## config.mk

```make
export PLATFORM = sky130hd
export DESIGN_NAME = elevator_stop_scheduler
export DESIGN_NICKNAME = d
export VERILOG_FILES = /design/src/hw/rtl/ess_pkg.sv /design/src/hw/rtl/ess_front.sv /design/src/hw/rtl/ess_back.sv /design/src/hw/rtl/elevator_stop_scheduler.sv
export SDC_FILE = /design/constraint.sdc
export NUM_CORES = 1
export LEC_CHECK = 0
export BUFFER_PORTS_ARGS = -buffer_cell sky130_fd_sc_hd__buf_4
export CAP_MARGIN = 25
export CORE_UTILIZATION = 37
export DETAILED_ROUTE_END_ITERATION = 6
export HOLD_SLACK_MARGIN = 0.05
export SETUP_SLACK_MARGIN = 0.05
export SYNTH_ARGS = -nofsm -noshare
export SYNTH_HDL_FRONTEND = slang
export SYNTH_SLANG_ARGS = --single-unit
```

## constraint.sdc

```tcl
create_clock -name clock -period 4.8 [get_ports clock]
set_input_delay 0.24 -clock clock [delete_from_list [all_inputs] [get_ports clock]]
set_output_delay 0.24 -clock clock [all_outputs]
set_load 0.01 [all_outputs]
```

## src/hw/rtl/ess_pkg.sv

```systemverilog
// Package: shared constants, types and helpers of the elevator stop scheduler.
package ess_pkg;

   localparam int QUEUE_DEPTH = 16;
   localparam int MAX_FLOOR   = 999;
   localparam int FLOOR_W     = 10;
   localparam int IDX_W       = $clog2(QUEUE_DEPTH);
   localparam int CNT_W       = $clog2(QUEUE_DEPTH + 1);
   localparam int FIFO_DEPTH  = 2;

   localparam logic [FLOOR_W-1:0] MAX_FLOOR_V = FLOOR_W'(MAX_FLOOR);

   localparam logic CSR_TOP_FLOOR   = 1'b0;
   localparam logic CSR_START_FLOOR = 1'b1;

   typedef enum logic [2:0] {
      EV_QUEUED    = 3'd0,
      EV_DUPLICATE = 3'd1,
      EV_AT_CAR    = 3'd2,
      EV_MOVED     = 3'd3,
      EV_ARRIVED   = 3'd4,
      EV_IDLE      = 3'd5,
      EV_RANGE     = 3'd6,
      EV_FULL      = 3'd7
   } event_type;

   localparam logic [1:0] DIR_IDLE = 2'b00;
   localparam logic [1:0] DIR_UP   = 2'b01;
   localparam logic [1:0] DIR_DOWN = 2'b11;

   // classified word handed from front to back
   typedef struct packed {
      logic               tick;
      logic [FLOOR_W-1:0] floor;
      logic [1:0]         dir;
      logic               bad;
   } cmd_type;

   typedef enum logic [2:0] {
      ST_IDLE,
      ST_DUP,
      ST_SCAN,
      ST_SHIFT,
      ST_ARRIVE,
      ST_OUT
   } state_type;

   // sign of a direction code: +1, 0, -1 as 2-bit signed
   function automatic logic signed [1:0] dsign(input logic [1:0] d);
      dsign = (d == DIR_IDLE) ? 2'sd0 : (d == DIR_UP) ? 2'sd1 : -2'sd1;
   endfunction

   // f * a compared with f * b: returns -1,0,1 of f*(a-b)
   function automatic logic signed [1:0] fcmp(input logic [1:0] f,
                                               input logic [FLOOR_W-1:0] a,
                                               input logic [FLOOR_W-1:0] b);
      logic signed [1:0] s;
      s = (a > b) ? 2'sd1 : (a < b) ? -2'sd1 : 2'sd0;
      if (f == DIR_IDLE)     fcmp = 2'sd0;
      else if (f == DIR_UP) fcmp = s;
      else                  fcmp = -s;
   endfunction

   function automatic logic signed [1:0] smul(input logic signed [1:0] a,
                                               input logic signed [1:0] b);
      logic signed [3:0] p;
      p = 4'(a) * 4'(b);
      smul = p[1:0];
   endfunction

endpackage

```

## src/hw/rtl/ess_front.sv

```systemverilog
// Front end: accepts request words, normalizes direction, range-checks, queues.
module ess_front (
   input  logic                        clock,
   input  logic                        reset,
   input  logic                        req_tvalid,
   output logic                        req_tready,
   input  logic [15:0]                 req_tdata,
   input  logic [ess_pkg::FLOOR_W-1:0] top_floor,
   output logic                        cmd_valid,
   input  logic                        cmd_ready,
   output ess_pkg::cmd_type            cmd_word
);
   import ess_pkg::*;

   cmd_type                  fifo_mem [FIFO_DEPTH];
   logic [0:0]               wr_ptr_ff, wr_ptr_in, rd_ptr_ff, rd_ptr_in;
   logic [1:0]               cnt_ff, cnt_in;
   cmd_type                  cls;
   logic [FLOOR_W-1:0]       top_lim;
   logic                     push, pop;

   assign top_lim = (top_floor < MAX_FLOOR_V) ? top_floor : MAX_FLOOR_V;

   always_comb begin
      cls.tick  = req_tdata[0];
      cls.floor = req_tdata[FLOOR_W:1];
      case (req_tdata[FLOOR_W+2:FLOOR_W+1])
         2'b00:   cls.dir = DIR_IDLE;
         2'b01:   cls.dir = DIR_UP;
         default: cls.dir = DIR_DOWN;
      endcase
      cls.bad = (cls.floor == '0) || (cls.floor > top_lim);
   end

   assign req_tready = (cnt_ff != 2'(FIFO_DEPTH));
   assign push       = req_tvalid && req_tready;
   assign cmd_valid  = (cnt_ff != '0);
   assign pop        = cmd_valid && cmd_ready;
   assign cmd_word   = fifo_mem[rd_ptr_ff];

   always_comb begin
      wr_ptr_in = push ? wr_ptr_ff + 1'b1 : wr_ptr_ff;
      rd_ptr_in = pop ? rd_ptr_ff + 1'b1 : rd_ptr_ff;
      cnt_in    = cnt_ff + 2'(push) - 2'(pop);
   end

   always_ff @(posedge clock) begin
      if (push) begin
         fifo_mem[wr_ptr_ff] <= cls;
      end
      if (reset) begin
         wr_ptr_ff <= '0;
         rd_ptr_ff <= '0;
         cnt_ff    <= '0;
      end else begin
         wr_ptr_ff <= wr_ptr_in;
         rd_ptr_ff <= rd_ptr_in;
         cnt_ff    <= cnt_in;
      end
   end

endmodule

```

## src/hw/rtl/ess_back.sv

```systemverilog
// Back end: stop queue, SCAN insertion sequencer, car motion and result register.
module ess_back (
   input  logic                        clock,
   input  logic                        reset,
   input  logic                        cmd_valid,
   output logic                        cmd_ready,
   input  ess_pkg::cmd_type            cmd_word,
   input  logic                        start_wr,
   input  logic [ess_pkg::FLOOR_W-1:0] start_value,
   output logic                        rsp_tvalid,
   input  logic                        rsp_tready,
   output logic [39:0]                 rsp_tdata
);
   import ess_pkg::*;

   logic [FLOOR_W-1:0]  qf_ff [QUEUE_DEPTH];
   logic [1:0]          qd_ff [QUEUE_DEPTH];
   logic [FLOOR_W-1:0]  qf_in [QUEUE_DEPTH];
   logic [1:0]          qd_in [QUEUE_DEPTH];
   logic [CNT_W-1:0]    len_ff, len_in;
   logic [FLOOR_W-1:0]  cur_ff, cur_in;
   logic [1:0]          mot_ff, mot_in;
   state_type           st_ff, st_in;
   cmd_type             cmd_ff, cmd_in;
   logic [CNT_W-1:0]    p_ff, p_in;
   logic [1:0]          ph_ff, ph_in;
   logic [1:0]          mode_ff, mode_in;
   logic [CNT_W-1:0]    rem_ff, rem_in;
   logic [2:0]          ev_ff, ev_in;
   logic                ov_ff, ov_in;
   logic [39:0]         od_ff, od_in;
   logic [IDX_W-1:0]    pi;
   logic [FLOOR_W-1:0]  fl;
   logic signed [1:0]   f, d, dr, fd, drf;
   logic signed [1:0]   c_fc, c_fx;
   logic                at_end, adv;
   logic [FLOOR_W-1:0]  start_cl;

   assign start_cl = (start_value == '0) ? FLOOR_W'(1) :
                     (start_value > MAX_FLOOR_V) ? MAX_FLOOR_V : start_value;
   assign pi     = p_ff[IDX_W-1:0];
   assign fl     = qf_ff[pi];
   assign f      = dsign(mot_ff);
   assign d      = dsign(cmd_ff.dir);
   assign dr     = dsign(qd_ff[pi]);
   assign fd     = smul(d, f);
   assign drf    = smul(dr, f);
   assign c_fc   = fcmp(mot_ff, fl, cur_ff);
   assign c_fx   = fcmp(mot_ff, fl, cmd_ff.floor);
   assign at_end = (p_ff >= len_ff);
   assign cmd_ready = (st_ff == ST_IDLE);
   assign rsp_tvalid = ov_ff;
   assign rsp_tdata  = od_ff;

   always_comb begin
      st_in   = st_ff;
      cmd_in  = cmd_ff;
      p_in    = p_ff;
      ph_in   = ph_ff;
      mode_in = mode_ff;
      rem_in  = rem_ff;
      ev_in   = ev_ff;
      len_in  = len_ff;
      cur_in  = cur_ff;
      mot_in  = mot_ff;
      ov_in   = ov_ff;
      od_in   = od_ff;
      adv     = 1'b0;
      for (int i = 0; i < QUEUE_DEPTH; i++) begin
         qf_in[i] = qf_ff[i];
         qd_in[i] = qd_ff[i];
      end
      if (ov_ff && rsp_tready) begin
         ov_in = 1'b0;
      end
      case (st_ff)
         ST_IDLE: begin
            if (cmd_valid) begin
               cmd_in = cmd_word;
               p_in   = '0;
               ph_in  = '0;
               rem_in = '0;
               if (cmd_word.tick) begin
                  if (len_ff == '0) begin
                     mot_in = DIR_IDLE;
                     ev_in  = EV_IDLE;
                     st_in  = ST_OUT;
                  end else if (cur_ff == qf_ff[0]) begin
                     st_in = ST_ARRIVE;
                  end else begin
                     if (cur_ff > qf_ff[0]) begin
                        mot_in = DIR_DOWN;
                        cur_in = cur_ff - 1'b1;
                     end else begin
                        mot_in = DIR_UP;
                        cur_in = cur_ff + 1'b1;
                     end
                     ev_in = EV_MOVED;
                     st_in = ST_OUT;
                  end
               end else if (cmd_word.bad) begin
                  ev_in = EV_RANGE;
                  st_in = ST_OUT;
               end else if (cmd_word.floor == cur_ff) begin
                  ev_in = EV_AT_CAR;
                  st_in = ST_OUT;
               end else begin
                  st_in = ST_DUP;
               end
            end
         end
         ST_DUP: begin
            if (at_end) begin
               p_in = '0;
               if (len_ff == CNT_W'(QUEUE_DEPTH)) begin
                  ev_in = EV_FULL;
                  st_in = ST_OUT;
               end else begin
                  if (f * (cmd_ff.floor > cur_ff ? 1 : -1) > 0 && fd >= 0) mode_in = 2'd0;
                  else if (fd <= 0) mode_in = 2'd1;
                  else              mode_in = 2'd2;
                  st_in = ST_SCAN;
               end
            end else if (fl == cmd_ff.floor) begin
               if (qd_ff[pi] == cmd_ff.dir) begin
                  ev_in = EV_DUPLICATE;
                  st_in = ST_OUT;
               end else if (len_ff == CNT_W'(QUEUE_DEPTH)) begin
                  ev_in = EV_FULL;
                  st_in = ST_OUT;
               end else if (fd < 0) begin
                  p_in  = p_ff + 1'b1;
                  st_in = ST_SHIFT;
               end else begin
                  p_in = '0;
                  if (f * (cmd_ff.floor > cur_ff ? 1 : -1) > 0 && fd >= 0) mode_in = 2'd0;
                  else if (fd <= 0) mode_in = 2'd1;
                  else              mode_in = 2'd2;
                  st_in = ST_SCAN;
               end
            end else begin
               p_in = p_ff + 1'b1;
            end
         end
         ST_SCAN: begin
            // one queue entry tested per cycle; phase steps when a loop stops
            if (at_end) begin
               st_in = ST_SHIFT;
            end else begin
               case (ph_ff)
                  2'd0: begin
                     if (mode_ff == 2'd0)
                        adv = (c_fc >= 0) && (c_fx < 0) && (drf >= 0);
                     else
                        adv = (c_fc >= 0) && (drf >= 0);
                  end
                  2'd1: begin
                     if (mode_ff == 2'd1) adv = (drf <= 0) && (c_fx > 0);
                     else                 adv = (drf <= 0);
                  end
                  default: adv = (drf >= 0) && (c_fx < 0);
               endcase
               if (adv) begin
                  p_in = p_ff + 1'b1;
               end else if (mode_ff == 2'd0 || ph_ff == mode_ff) begin
                  st_in = ST_SHIFT;
               end else begin
                  ph_in = ph_ff + 1'b1;
               end
            end
         end
         ST_SHIFT: begin
            for (int i = 0; i < QUEUE_DEPTH; i++) begin
               if (CNT_W'(i) == p_ff) begin
                  qf_in[i] = cmd_ff.floor;
                  qd_in[i] = cmd_ff.dir;
               end
            end
            for (int i = 1; i < QUEUE_DEPTH; i++) begin
               if (CNT_W'(i) > p_ff && CNT_W'(i) <= len_ff) begin
                  qf_in[i] = qf_ff[i-1];
                  qd_in[i] = qd_ff[i-1];
               end
            end
            len_in = len_ff + 1'b1;
            ev_in  = EV_QUEUED;
            st_in  = ST_OUT;
         end
         ST_ARRIVE: begin
            // pop one head stop per cycle while it matches the car floor
            if (len_ff != '0 && qf_ff[0] == cur_ff) begin
               for (int i = 0; i < QUEUE_DEPTH - 1; i++) begin
                  qf_in[i] = qf_ff[i+1];
                  qd_in[i] = qd_ff[i+1];
               end
               len_in = len_ff - 1'b1;
               rem_in = rem_ff + 1'b1;
            end else begin
               if (len_ff == '0)          mot_in = DIR_IDLE;
               else if (cur_ff > qf_ff[0]) mot_in = DIR_DOWN;
               else                       mot_in = DIR_UP;
               ev_in = EV_ARRIVED;
               st_in = ST_OUT;
            end
         end
         ST_OUT: begin
            if (!ov_ff || rsp_tready) begin
               ov_in = 1'b1;
               od_in = {5'b0, rem_ff, len_ff, (len_ff != '0) ? qf_ff[0] : '0,
                        mot_ff, cur_ff, ev_ff};
               st_in = ST_IDLE;
            end
         end
         default: st_in = ST_IDLE;
      endcase
      if (start_wr) begin
         cur_in = start_cl;
      end
   end

   always_ff @(posedge clock) begin
      for (int i = 0; i < QUEUE_DEPTH; i++) begin
         qf_ff[i] <= qf_in[i];
         qd_ff[i] <= qd_in[i];
      end
      cmd_ff  <= cmd_in;
      p_ff    <= p_in;
      ph_ff   <= ph_in;
      mode_ff <= mode_in;
      rem_ff  <= rem_in;
      ev_ff   <= ev_in;
      od_ff   <= od_in;
      if (reset) begin
         st_ff  <= ST_IDLE;
         len_ff <= '0;
         cur_ff <= FLOOR_W'(1);
         mot_ff <= DIR_IDLE;
         ov_ff  <= 1'b0;
      end else begin
         st_ff  <= st_in;
         len_ff <= len_in;
         cur_ff <= cur_in;
         mot_ff <= mot_in;
         ov_ff  <= ov_in;
      end
   end

endmodule

```

## src/hw/rtl/elevator_stop_scheduler.sv

```systemverilog
// Top level: elevator stop scheduler, front classifier plus back sequencer.
// Usage:
//   req_ channel takes one word per call or tick; rsp_ returns one word per
//   request word, in order. csr_ writes top_floor (index 0) and start_floor
//   (index 1); a start_floor write moves the car at once (clamped).
// Sequencing: a tick goes straight to the output step, or through the arrive step
//   when the car is at the head stop; a call rejected early goes straight to
//   output, and a queued call is handled by the back sequencer that walks the
//   16-entry stop queue one entry per cycle (duplicate search, then SCAN slot
//   search).
// Throughput: one word in the back end at a time; a 2-word queue between the
//   front and back lets requests be taken while the back end is busy.
// Reset: queue empty, car at floor 1, idle, top_floor 999.
// Stall: a held result stays in the output register; the back end waits in
//   its output step, and the request queue fills and deasserts req_tready.
module elevator_stop_scheduler (
   input  logic        clock,
   input  logic        reset,
   input  logic        req_tvalid,
   output logic        req_tready,
   input  logic [15:0] req_tdata,   // func[0], call_floor[10:1], call_direction[12:11]
   output logic        rsp_tvalid,
   input  logic        rsp_tready,
   output logic [39:0] rsp_tdata,   // event_res[2:0], car_floor[12:3],
                                    // travel_direction[14:13], next_stop[24:15],
                                    // pending_count[29:25], removed_count[34:30]
   input  logic        csr_valid,
   output logic        csr_ready,
   input  logic        csr_index,
   input  logic [9:0]  csr_data
);
   import ess_pkg::*;

   logic [FLOOR_W-1:0] top_ff;
   logic               cmd_valid, cmd_ready;
   cmd_type            cmd_word;
   logic               start_wr;

   assign csr_ready = 1'b1;
   assign start_wr  = csr_valid && (csr_index == CSR_START_FLOOR);

   always_ff @(posedge clock) begin
      if (reset) begin
         top_ff <= MAX_FLOOR_V;
      end else if (csr_valid && csr_index == CSR_TOP_FLOOR) begin
         top_ff <= csr_data;
      end
   end

   ess_front u_front (
      .clock, .reset, .req_tvalid, .req_tready, .req_tdata,
      .top_floor(top_ff), .cmd_valid, .cmd_ready, .cmd_word
   );

   ess_back u_back (
      .clock, .reset, .cmd_valid, .cmd_ready, .cmd_word,
      .start_wr, .start_value(csr_data),
      .rsp_tvalid, .rsp_tready, .rsp_tdata
   );

endmodule

```

* Word-level counts from Yosys, hierarchy flattened *
Memory sizes are Yosys's and may differ from the RTL's. A register that Yosys moved wholly into a read port is not among the register bits.
Index checks and enable logic that the tools add are counted.

cells by class
  shift-type cells = 0
  mux-type cells = 172
  equal/unequal tests = 55
  reductions and logical operators = 64
  add/sub/neg operators = 13
  order comparisons = 49
  $mul = 3
  bitwise gates (word level) = 2
  divide/modulo/power cells = 0

operators by type and width
  cell                                                            count
  2-to-1 mux 10 bit                                               42
  one-hot mux 150 bit (2 select lines)                            1
  2-to-1 mux 150 bit                                              1
  2-to-1 mux 2 bit                                                65
  2-to-1 mux 3 bit                                                26
  one-hot mux 30 bit (2 select lines)                             1
  > comparator 10 bit                                             5
  2-to-1 mux 5 bit                                                10
  == test 10 bit                                                  4
  == test 4 x 5 -> 1 bit (first input constant)                   8
  > comparator 4 x 5 -> 1 bit (first input constant)              8
  less-or-equal comparator 4 x 5 -> 1 bit (first input constant)  8
  > comparator 32 x 1 -> 1 bit (second input constant)            1
  multiplier 2 x 32 -> 32 bit                                     1
  2-to-1 mux 32 bit                                               1
  2-to-1 mux 30 bit                                               1
  logical AND 1 bit                                               27
  == test 3 x 5 -> 1 bit (first input constant)                   4
  > comparator 3 x 5 -> 1 bit (first input constant)              4
  less-or-equal comparator 3 x 5 -> 1 bit (first input constant)  4
  zero test 10 bit                                                2
  < comparator 10 bit                                             2
  one-hot mux 5 bit (2 select lines)                              2
  AND reduction 5 bit                                             4
  56 further kinds                                                126

word-level totals
  logic and storage cells = 379
  input port bits = 32
  bits in read-only memories = 0
  bits in registers = 99
  output and inout port bits = 43
  latch bits = 0
  memories kept = 3
  RAM bits = 220

memories
  memory            depth  width  rd ports  clocked after memory_dff  write ports  RTL line         text
  u_back.qf_ff      16     10     17        1                         16           ess_back.sv:16   logic [FLOOR_W-1:0] qf_ff [QUEUE_DEPTH];
  u_back.qd_ff      16     2      17        1                         16           ess_back.sv:17   logic [1:0] qd_ff [QUEUE_DEPTH];
  u_front.fifo_mem  2      14     1         1                         1            ess_front.sv:15  cmd_type fifo_mem [FIFO_DEPTH];

* Depth between registers and ports, before layout *
  depth after elaboration = 17
  gate-level depth with buffers = 17
  depth with buffers taken out = 17

* Cells and area by module *
Synthesis repeated with hierarchy kept, for this count alone.

second synthesis, totals
  cell total of the unflattened synthesis = 1720
  area total of the unflattened synthesis = 18988.2 um2

modules (own cells, without submodules)
  module                   area an instance (um2)  instances  cells an instance
  ess_back                 16992.5                 1          1563
  ess_front                1540.2                  1          110
  elevator_stop_scheduler  455.4                   1          47

* Worst setup path before layout *
OpenSTA, ideal clock, no wires.

  path kind = register to register
  start point = register with a tool-made name
  end point = register u_back.st_ff[2]
  slack = 0.257 ns
  data arrival time = 4.427 ns
  path buffers = 4
  cell stages (with the launch flop) = 16
  data required time = 4.684 ns
  cells stage by stage = dfxtp_1 > buf_6 > buf_2 > buf_1 > clkbuf_1 > mux4_2 > mux4_2 > ha_1 > a21o_1 > a211o_1 > o21ai_0 > a211o_1 > a211oi_2 > or3_1 > o2111a_1 > a41o_1

RTL lines
  element               RTL line         text
  end signal, assigned  ess_back.sv:240  st_ff <= st_in;
  end, declared         ess_back.sv:23   state_type st_ff, st_in;

==> flow_summary_export.csv <==
group,metric,value,unit
routing,postRouteWirelength,55800,µm
yosys,synth_seq_cells,324,
layout,drive_gt1_share,16.2,%
routing,via_per_inst,5.71,
status,outcome,"finished, final reports clean",
placement,pre_cts_ws,0.324,ns
yosys,synth_most_common_cell,"edfxtp_1",
die,die_y,230,µm
routing,drtIter0Drc,1525,
clocking,post_cts_resized,0,
power,combinationalPowerShare,35.6,%
clocking,clk-insertion-delay-late,0.56,ns
setup_path,reg2reg_to,"u_back.p_ff[0]",
setup_path,end_kind,"register",
timing,hold_ws,0.0919,ns
die,dieArea,52800,µm²
power,seqPwrFrac,38.3,%
timing,maxSlewHeadroom,27.7,%
layout,diodes,0,
die,boundaryPins,75,
clocking,cts.sinks,324,
placement,dp_hpwl,38700,µm
yosys,yosys-top-cells-area,"edfxtp_1 44%, mux2i_1 8.3%, mux4_2 6.6%, o21ai_0 5.5%, ha_1 5.0%",
clocking,clockBufferDepth,3,
routing,dr.pass1.iters,6,
global_route,grt_overflow,0,
yosys,syn_avg_cell_area,10.9,µm²
yosys,ys_seq_area_share,48.6,%
timing,period_share,92.6,%
yosys,synth_xor_area_share,1.28,%
yosys,synth_ff_type,"edfxtp_1",
yosys,synthAdderAreaFrac,5.06,%
yosys,yosysUniqueCellTypes,87,
timing,fin_tns_setup,0,ns
power,swShare,36.2,%
placement,io_buffer_count,65,
yosys,syn_area,19200,µm²
power,peakVddDrop,0.310,mV
power,net-switching-power,0.00407,W
timing,min_period,4.45,ns
clocking,cts.clk_slew.worst_paths,0.07,ns
layout,fillers,4787,
die,num_rows,83,
setup_path,crit_end,"u_back.p_ff[0]",
timing,hold_violations,0,
layout,regArea,9330,µm²
setup_path,cp_max_fo,29,
timing,fmax,225,MHz
power,power_density,509,nW/µm²
global_route,grt_pass1_vias,13900,
timing,finClkSkew,0.0153,ns
yosys,yosysWarnings,0,
global_route,grt_max_degree,220,
setup_path,path_class,"register to register",
global_route,grtUsageTotal,20.8,%
yosys,yosys.area_share.simple,11.5,%
timing,rsz0062_at_grt,"no",
yosys,synthTopCellsByCount,"284 x edfxtp_1, 247 x nand2_1, 211 x o21ai_0, 160 x mux2i_1, 108 x nor2_1",
yosys,yosys.area.top_type_share,44.4,%
routing,route.detailed.drc,0,
die,core,51300,µm²
yosys,synth_compound_area_share,12.6,%
die,chipWidth,230,µm
yosys,synth_top_area_cell,"edfxtp_1",
yosys,synth_top_family_by_area,"multiplexers",
layout,syn_to_final_growth,15.1,%
power,p_leak,7.78,nW
run,max_cap_viol_count,0,
layout,multiInputGateArea,9210,µm²
setup_path,cp.arrival,4.70,ns
yosys,synthArstFlopShare,0,%
power,power.total,0.0113,W
setup_path,rrSetupSlack,0.35,ns
setup_path,reg2reg_depth,11,
timing,slew_viol_final,0,
clocking,cts_buffers,39,
setup_path,max_stage_delay,0.74,ns
routing,vias,14500,
timing,tightest_slew,1.08,ns
setup_path,critPathLaunchType,"register",
global_route,grt_pass1_wl,84400,µm
worst_hold_path,hold_class,"primary input to register",
power,pwr-share-clk,26.2,%
layout,nets,1941,
die,initial_core_util,37.4,%
yosys,postSynthCellCount,1764,
placement,place.gp.congestion,0.904,
global_route,antenna_found_initial,0,
timing,finalSetupViolations,0,
clocking,ctsHtreeMaxLevel,2,
routing,ant_nets,0,
timing,finalWorstSetupSlack,0.354,ns
clocking,root_buffer,"clkbuf_16",
routing,post_drt_wl_per_cell,22.0,µm
setup_path,crit_chain,"mux4_2, mux4_2, ha_1, a21oi_1, a21boi_0, o31ai_1, a21oi_1, a2111oi_0, o211a_2, o311ai_4, inv_1",
clocking,hold_buffers,26,
yosys,synth_edf_count,284,
layout,final_util,43.1,%
clocking,post_cts_buffers,0,
yosys,synthMuxAreaShare,17.0,%
power,internal_power,0.00718,W
setup_path,worstPathRequired,5.05,ns
clocking,cts_tree,"done",
setup_path,cp_slowest_cell,"dfxtp_4",
==> logic make-up (layout without fill, tap and decap cells) <==
group	Yosys count	in the layout
XOR/XNOR	28	28
other	2	6
adder cells (fa/ha/maj)	77	77
AO/OA/AOI/OAI	408	408
multiplexers	248	248
buffers and inverters	186	281
flip-flops	324	324
AND/OR/NAND/NOR	491	491
==> flip-flops by register name, summed over array words and instances, names as in the netlist, 5 cells and up, named ones only <==
signal	count
u_back.rem_ff	5
u_back.qd_ff	32
top_ff	10
u_back.qf_ff	160
u_back.cur_ff	10
u_front.fifo_mem	28
u_back.len_ff	5
u_back.cmd_ff	12
u_back.p_ff	5
u_back.rsp_tdata	35
==> how the worst min path moves through the flow <==
stage                   from                     end  slack (ns)  depth (start not counted)
4_1_cts            csr_index               top_ff[9]        0.07                          3
2_1_floorplan          reset       u_front.cnt_ff[0]        0.31                          1
6_report          rsp_tready       u_back.rsp_tvalid        0.09                          3
3_3_place_gp   req_tdata[12]  u_front.fifo_mem[1][2]        0.43                          1
3_5_place_dp   req_tdata[12]  u_front.fifo_mem[1][2]        0.44                          1
5_1_grt           rsp_tready       u_back.rsp_tvalid        0.11                          3
==> final cells by class <==
type | instances | area share, %
clock buffers | 50 | 4.74
clock inverters | 22 | 0.945
inverters | 64 | 1.09
multi-input cells | 1258 | 41.6
flip-flops and latches | 324 | 42.2
well taps | 680 | 3.85
repair buffers | 145 | 5.52
==> routing by layer <==
metal  wire length [µm]  up-vias  GRT usage, %
li1                   -     6698             -
met1              24800     7192          28.8
met2              25600      539          32.5
met3               3570      104          3.41
met4               1850        0          8.03
met5                  0        -             0
==> cell usage in the layout (no fill, tap or decap), types with 15 or more instances in the layout <==
cell type      instances
edfxtp_1             284
nand2_1              247
o21ai_0              207
mux2i_1              160
buf_4                111
nor2_1               105
ha_1                  76
a21oi_1               72
inv_1                 63
mux4_2                56
clkbuf_16             40
dfxtp_1               38
nand3_1               26
mux2_2                26
dlygate4sd3_1         26
xnor2_1               19
nor2b_1               16
a21o_1                15
==> worst max-delay path, delay by kind of cell, from the launching register on <==
family | cells | cell delay, ns
compound gates | 7 | 1.69
mux | 2 | 1.14
flops | 1 | 0.74
fa+ha+maj | 1 | 0.35
buf+inv | 1 | 0.22
==> per-stage QoR <==
step,instances,area [µm²]
6_report,2543,22100
5_1_grt,2543,22100
4_1_cts,2540,22100
3_5_place_dp,2442,20500
3_3_place_gp,2440,20500
2_1_floorplan,1768,19200
==> power by group through the flow <==
| stage | Combinational [W] | Sequential (W) | Clock, W |
|---|---|---|---|
| after floorplan | 0.00311 | 0.00396 | 0 |
| after global placement | 0.00382 | 0.00435 | 0 |
| after detailed placement | 0.00392 | 0.00435 | 0 |
| after CTS | 0.00396 | 0.00430 | 0.00299 |
| after global routing | 0.00441 | 0.00436 | 0.00310 |
| final | 0.00400 | 0.00430 | 0.00294 |
(Power assumes the default switching activity.)
